<file path="config.mk">
export PLATFORM = sky130hd
export DESIGN_NAME = lams_slot_table
export DESIGN_NICKNAME = d
export VERILOG_FILES = /design/src/hdl/lams_pkg.sv /design/src/hdl/lams_slot_table.sv
export SDC_FILE = /design/constraint.sdc
export NUM_CORES = 1
export LEC_CHECK = 0
export ABC_AREA = 1
export BUFFER_PORTS_ARGS = -buffer_cell sky130_fd_sc_hd__buf_2
export CORE_MARGIN = 2
export CORE_UTILIZATION = 60
export DETAILED_ROUTE_END_ITERATION = 7
export PLACE_DENSITY = 0.89
export SKIP_CTS_REPAIR_TIMING = 1
export SYNTH_ARGS = -nofsm -noshare
export SYNTH_HDL_FRONTEND = slang
export SYNTH_SLANG_ARGS = --single-unit
</file>
<file path="constraint.sdc">
create_clock -name clk -period 1.65 [get_ports clk]
set_input_delay 0.0825 -clock clk [delete_from_list [all_inputs] [get_ports clk]]
set_output_delay 0.0825 -clock clk [all_outputs]
set_load 0.05 [all_outputs]
</file>
<file path="src/hdl/lams_pkg.sv">
`timescale 1ns / 1ps
`default_nettype none

package lams_pkg;

  localparam logic [1:0] FUNC_INSERT = 2'd0;
  localparam logic [1:0] FUNC_REMOVE = 2'd1;
  localparam logic [1:0] FUNC_SET    = 2'd2;
  localparam logic [1:0] FUNC_READ   = 2'd3;

  localparam logic [2:0] ST_OK        = 3'd0;
  localparam logic [2:0] ST_EXISTS    = 3'd1;
  localparam logic [2:0] ST_FULL      = 3'd2;
  localparam logic [2:0] ST_MISSING_A = 3'd3;
  localparam logic [2:0] ST_MISSING_B = 3'd4;

  typedef struct packed {
    logic [1:0]         func;
    logic [15:0]        node_a;
    logic [15:0]        node_b;
    logic signed [31:0] weight;
  } req_t;

  typedef struct packed {
    logic [2:0]         status;
    logic signed [31:0] weight_read;
  } rsp_t;

  typedef struct packed {
    logic wr;
    logic fill;
  } slot_cmd_t;

endpackage

`default_nettype wire

</file>
<file path="src/hdl/lams_slot_table.sv">
`timescale 1ns / 1ps
`default_nettype none

module lams_slot_table #(
  parameter int SLOTS = 15,
  parameter int IW    = 4
) (
  input  wire logic              clk,
  input  wire logic              rst,
  input  wire logic [IW-1:0]     rd_idx,
  output logic [15:0]            rd_label,
  output logic                   rd_used,
  input  wire lams_pkg::slot_cmd_t cmd,
  input  wire logic [IW-1:0]     wr_idx,
  input  wire logic [15:0]       wr_label
);
  import lams_pkg::*;

  logic [15:0]      labels [SLOTS];
  logic [SLOTS-1:0] used;

  always_ff @(posedge clk) begin
    if (rst) begin
      used <= '0;
    end else if (cmd.wr) begin
      used[wr_idx] <= cmd.fill;
    end
  end

  always_ff @(posedge clk) begin
    if (cmd.wr && cmd.fill) begin
      labels[wr_idx] <= wr_label;
    end
    rd_label <= labels[rd_idx];
    rd_used  <= used[rd_idx];
  end

endmodule

`default_nettype wire

</file>
### Yosys cells after proc, flatten, opt, wreduce, memory -nomap -nowiden

Memory sizes are Yosys's and may differ from the RTL's. A register that Yosys moved wholly into a read port is not among the register bits.
Cells that the tools add are included.

| operators by class | value |
|---|---|
| bitwise logic cells | 0 |
| reductions and logical operators | 2 |
| shift-type cells | 0 |
| $add $sub $neg | 0 |
| multipliers | 0 |
| divide/modulo/power cells | 0 |
| equality and inequality tests | 0 |
| mux-type cells | 7 |
| order comparisons | 3 |

Operators by type and width:

| cell | number |
|---|---|
| 15-bit bitwise mux | 1 |
| 4-bit by 5-bit less-than comparator with 1-bit output (second input constant) | 2 |
| 1-bit binary-select mux with 4-bit select | 1 |
| 1-bit demux with 4-bit select | 1 |
| 4-bit by 1-bit greater-or-equal comparator with 1-bit output (second input constant) | 1 |
| 1-bit 2-to-1 mux | 4 |
| 1-bit logical AND | 2 |

| word-level totals | value |
|---|---|
| latch bits | 0 |
| flip-flop bits (word level) | 16 |
| input port bits | 28 |
| logic and storage cells | 15 |
| memory bits (read-only) | 0 |
| memories kept | 1 |
| bits in writable memories | 240 |

Memory list:

| memory | words | width | read ports | clocked after memory_dff | wr ports | RTL line | text |
|---|---|---|---|---|---|---|---|
| labels | 15 | 16 | 1 | 1 | 1 | lams_slot_table.sv:19 | `logic [15:0] labels [SLOTS];` |

### Longest topological paths before layout

| depth | value |
|---|---|
| depth in word-level cells | 5 |
| mapped depth | 10 |
| gate-level depth less buffers | 8 |

### Worst setup path after synthesis

No wires, ideal clock.

| timing path | value |
|---|---|
| path kind | in2reg |
| start | input port wr_idx[2] |
| end | memory labels[2][0], enable pin |
| stages on the path | 3 |
| slack | 0.410 ns |
| arrival | 0.876 ns |
| required time | 1.286 ns |
| path through | nor2_1 -> nand3_1 -> inv_1 |

RTL lines:

| element | RTL line | text |
|---|---|---|
| from (decl) | lams_slot_table.sv:14 | `input wire logic [IW-1:0] wr_idx,` |
| to (decl) | lams_slot_table.sv:19 |  |

No word-level cell before the write port.

### Worst setup path after layout

| timing path | value |
|---|---|
| start | input port cmd[1] in the netlist's numbering |
| end | memory labels[11][15], enable pin |

| on the way | value |
|---|---|
| cells in the longest elaborated chain, start to end | 3 |

RTL lines:

| element | RTL line | text |
|---|---|---|
| from (decl) | lams_slot_table.sv:13 | `input wire lams_pkg::slot_cmd_t cmd,` |
| 1-bit logical AND | lams_slot_table.sv:31 | `if (cmd.wr && cmd.fill) begin` |
| 1-bit 2-to-1 mux | lams_slot_table.sv:31 |  |
| 1-bit 2-to-1 mux (implied by the code) | lams_slot_table.sv:32 | `labels[wr_idx] <= wr_label;` |

No other way between the ends.

==> results_tabular.tex <==
\begin{tabular}{lr}
\hline
Metric & Value \\
\hline
\multicolumn{2}{l}{\textbf{Placed design}} \\
\quad Placement-stage cell area & 0.01200 mm² \\
\quad Post-Place Worst Slack & 308.9 ps \\
\quad PortBufs & 44 \\
\quad HPWL reported at the end of detailed placement & 17670 µm \\
\quad RD Place Congestion & 0.9741 \\
\multicolumn{2}{l}{\textbf{Drt}} \\
\quad Drt wl/cell & 20.74 µm \\
\quad Total via count in the routed design & 8250 \\
\quad Number of remaining DRC errors & 0 \\
\quad First DRT Iteration DRCs & 1235 \\
\quad Final routed wirelength across all metal layers & 29100 µm \\
\quad ANT nets after route & 0 \\
\quad Router iterations before antenna repair & 6 \\
\quad Vias per Instance & 5.880 \\
\multicolumn{2}{l}{\textbf{Critical path}} \\
\quad Path depth of the worst reg2reg path & 6 \\
\quad R2R Path End & rd\_label[13] \\
\quad CP Cell Sequence & dlygate4sd3\_1, buf\_2, nand2\_1, inv\_1, buf\_12, nand3\_1, inv\_1, buf\_12 \\
\quad Critical Path Slowest Stage Cell & sky130\_fd\_sc\_hd\_\_dlygate4sd3\_1 \\
\quad Minimum setup slack among reg-to-reg paths & 480 ps \\
\quad Reg2reg start & labels[1][13] \\
\quad Crit path kind & in -> reg \\
\quad Critical Path Source Type & input port \\
\quad Maximum fanout along the worst path & 16 \\
\quad CP arrival & 1610 ps \\
\quad Kind of end point of the critical path & flip-flop \\
\quad Slowest stage delay, CP & 520 ps \\
\quad Required time of the critical path & 1880 ps \\
\multicolumn{2}{l}{\textbf{Pwr}} \\
\quad Portion of total power attributed to combinational logic & 7.9\% \\
\quad Proportion of total power due to net switching & 22.92\% \\
\quad Design internal power & 11.32 mW \\
\quad Part of the power in the clock network & 40.1\% \\
\quad Share of power burned in registers & 52.1\% \\
\quad Power density relative to cell area & 1138 mW/mm² \\
\quad Static leakage & 5.495 nW \\
\quad Net switching power & 3.367 mW \\
\quad Peak supply drop & 1074 µV \\
\quad Total power & 14.69 mW \\
\multicolumn{2}{l}{\textbf{Synth}} \\
\quad Main synth FF type & sky130\_fd\_sc\_hd\_\_edfxtp\_1 \\
\quad Yosys reg bits & 272 \\
\quad Leading cell types by total area after synthesis & sky130\_fd\_sc\_hd\_\_edfxtp\_1 64\%, sky130\_fd\_sc\_hd\_\_nand2\_1 15\%, sky130\_fd\_sc\_hd\_\_nand3\_1 7.1\% \\
\quad Most frequent cell after synthesis & sky130\_fd\_sc\_hd\_\_nand2\_1 \\
\quad Seq/Total Area, Yosys & 69.88\% \\
\quad Mean area per synthesized cell & 10.29 µm² \\
\quad Count of different cell masters after synthesis & 17 \\
\quad Cell types with the highest counts after synthesis & 440 x sky130\_fd\_sc\_hd\_\_nand2\_1, 240 x sky130\_fd\_sc\_hd\_\_edfxtp\_1, 159 x sky130\_fd\_sc\_hd\_\_nand3\_1, 126 x sky130\_fd\_sc\_hd\_\_inv\_1, 32 x sky130\_fd\_sc\_hd\_\_dfxtp\_1 \\
\quad Area share of the largest cell type after synthesis & 64.18\% \\
\quad Count of flip-flops with a built-in enable after synthesis & 240 \\
\quad Largest area contributor in the synthesized netlist & sky130\_fd\_sc\_hd\_\_edfxtp\_1 \\
\quad Number of cells produced by synthesis & 1091 \\
\quad Syn nets & 1119 \\
\quad Combined area of all synthesized cells & 0.01123 mm² \\
\quad Total number of yosys warnings & 0 \\
\quad Fraction of registers with async set or reset after synthesis & 0\% \\
\multicolumn{2}{l}{\textbf{Timing}} \\
\quad Worst Tran Pin Value & 602.1 ps \\
\quad Post-route clock period utilization & 83.43\% \\
\quad Headroom to the max-slew limit & 59.61\% \\
\quad Unrepaired setup endpoints after global routing & no \\
\quad Maximum operating frequency & 726.5 MHz \\
\quad Worst setup slack after layout & 273.5 ps \\
\quad Setup Skew & 15.53 ps \\
\quad Final min period & 1377 ps \\
\quad Total Neg Setup Slack & 0 ps \\
\quad Hold violation total from the final report & 0 \\
\quad Setup-violating endpoint count in the final report & 0 \\
\quad Number of pins exceeding their max-slew limit in the final report & 0 \\
\multicolumn{2}{l}{\textbf{Global routing}} \\
\quad Gr usage total & 29.51\% \\
\quad Pin count of the biggest net entering global routing & 74 \\
\quad Global route overflow & 0 \\
\quad First-pass GRT wire length & 43390 µm \\
\quad Number of antenna violations at the first check in global routing & 0 \\
\quad Number of global-route vias before repair & 7770 \\
\multicolumn{2}{l}{\textbf{Floorplan}} \\
\quad Area of the core & 0.01852 mm² \\
\quad Top-Level Pins & 45 \\
\quad Die extent in y & 140.8 µm \\
\quad Die width & 140.8 µm \\
\quad Initial cell density of the core & 60.64\% \\
\quad Die outline area & 0.01983 mm² \\
\quad FP Rows & 50 \\
\multicolumn{2}{l}{\textbf{Outcome}} \\
\quad Result of the run & complete, no violations \\
\multicolumn{2}{l}{\textbf{Finish}} \\
\quad Net total in the final layout & 1177 \\
\quad Total of fill cells in the finished design & 1164 \\
\quad Finished Core Util & 69.74\% \\
\quad Layout cells sized above 1 & 10.01\% \\
\quad Antenna diode count & 0 \\
\quad Final design area excluding fillers & 0.01291 mm² \\
\quad Synth-to-layout area growth & 15.00\% \\
\quad Area of the multi-input gates & 0.002628 mm² \\
\quad Flip-flop and latch area & 0.007848 mm² \\
\multicolumn{2}{l}{\textbf{Clocking}} \\
\quad Library cell used as clock root buffer & sky130\_fd\_sc\_hd\_\_clkbuf\_16 \\
\quad Post-CTS clock slew at the launch and capture registers of the worst setup and hold paths & 70 ps \\
\quad Clock buffer count from CTS & 26 \\
\quad Clk Latency, worst-skew pair & 530 ps \\
\quad Clk sinks & 272 \\
\quad Count of H-tree levels built during CTS & 1 \\
\quad Clk buf depth & 3 \\
\quad TritonCTS clock tree & yes \\
\multicolumn{2}{l}{\textbf{Min path}} \\
\quad Number of instances on the worst hold path & 1 \\
\quad HP Start & wr\_label[12] \\
\quad HP Class & in -> reg \\
\quad Hold EP & labels[8][12] \\
\multicolumn{2}{l}{\textbf{Flow run}} \\
\quad Number of maximum-capacitance constraint violations & 0 \\
\hline
\end{tabular}
==> power groups by stage <==
stage	Clock (mW)	Combinational, mW	Sequential [mW]
2_1_floorplan	0	0.494	7.94
3_3_place_gp	0	1.08	7.79
3_5_place_dp	0	1.11	7.79
4_1_cts	5.90	1.12	7.65
5_1_grt	6.15	1.23	7.65
6_report	5.88	1.16	7.65
==> through the flow <==
step / cells / hold slack [ps]
floorplan: 1091 / 151.6
global placement: 1349 / 449.2
detailed placement: 1349 / 453.5
CTS: 1397 / -71.14
global route: 1403 / -0.5157
finish: 1403 / 4.660
==> kinds of logic after synthesis <==
family / Yosys count / synth area share [%]
buffers and inverters: 181 / 6.719
AND/OR/NAND/NOR: 616 / 22.38
flip-flops: 272 / 69.88
AO/OA/AOI/OAI: 22 / 1.014
==> worst max-delay path: cells and delay by family <==
kind,cells,cell delay (ps)
AND/OR/NAND/NOR,2,180
buffers and inverters,6,1340
==> cell type report <==
class | count | share of cell area [%]
Sequential cell | 272 | 60.77
Inverter | 129 | 3.759
Clock buffer | 35 | 5.697
Tap cell | 234 | 2.267
Clock inverter | 13 | 0.8817
Multi-Input combinational cell | 638 | 20.35
Timing Repair Buffer | 82 | 6.278
==> cell usage in the layout (no fill, tap or decap) <==
master / instances
sky130_fd_sc_hd__clkinv_4: 1
sky130_fd_sc_hd__a21oi_1: 15
sky130_fd_sc_hd__clkbuf_1: 5
sky130_fd_sc_hd__clkinv_2: 7
sky130_fd_sc_hd__nor2_1: 15
sky130_fd_sc_hd__buf_2: 43
sky130_fd_sc_hd__buf_4: 10
sky130_fd_sc_hd__bufinv_16: 2
sky130_fd_sc_hd__dlygate4sd3_1: 6
sky130_fd_sc_hd__o21ai_0: 5
sky130_fd_sc_hd__nand2_1: 440
sky130_fd_sc_hd__clkbuf_16: 27
sky130_fd_sc_hd__a31oi_1: 1
sky130_fd_sc_hd__o211ai_1: 1
sky130_fd_sc_hd__nor3_1: 2
sky130_fd_sc_hd__buf_12: 23
sky130_fd_sc_hd__inv_2: 1
sky130_fd_sc_hd__edfxtp_1: 240
sky130_fd_sc_hd__dfxtp_1: 32
sky130_fd_sc_hd__nand3_1: 159
sky130_fd_sc_hd__inv_1: 126
sky130_fd_sc_hd__clkinv_1: 5
sky130_fd_sc_hd__clkbuf_8: 3
==> layer usage <==
layer	vias up	GRT usage (%)	routed length [µm]	part of all wire, %
met3	128	7.167	3680	13
met2	626	47.39	13530	47
met5	-	0	0	0
met1	3821	37.59	10160	35
li1	3675	-	-	-
met4	0	15.58	1731	5.9
==> worst max-delay path by stage <==
stage | from | end | cells past startpoint
finish | cmd[1] | labels[11][15] | 8
global route | cmd[1] | labels[11][15] | 8
CTS | rd_label[5] | rd_label[5] | 1
detailed placement | rd_idx[0] | rd_label[13] | 10
global placement | wr_idx[2] | labels[3][9] | 5
floorplan | wr_idx[2] | labels[2][0] | 3
==> state kept, by name, summed over array words and instances (netlist names) <==
name,cells
used,15
labels,240
rd_used,1
rd_label,16
Note: power is estimated with default switching activity, not from simulation.
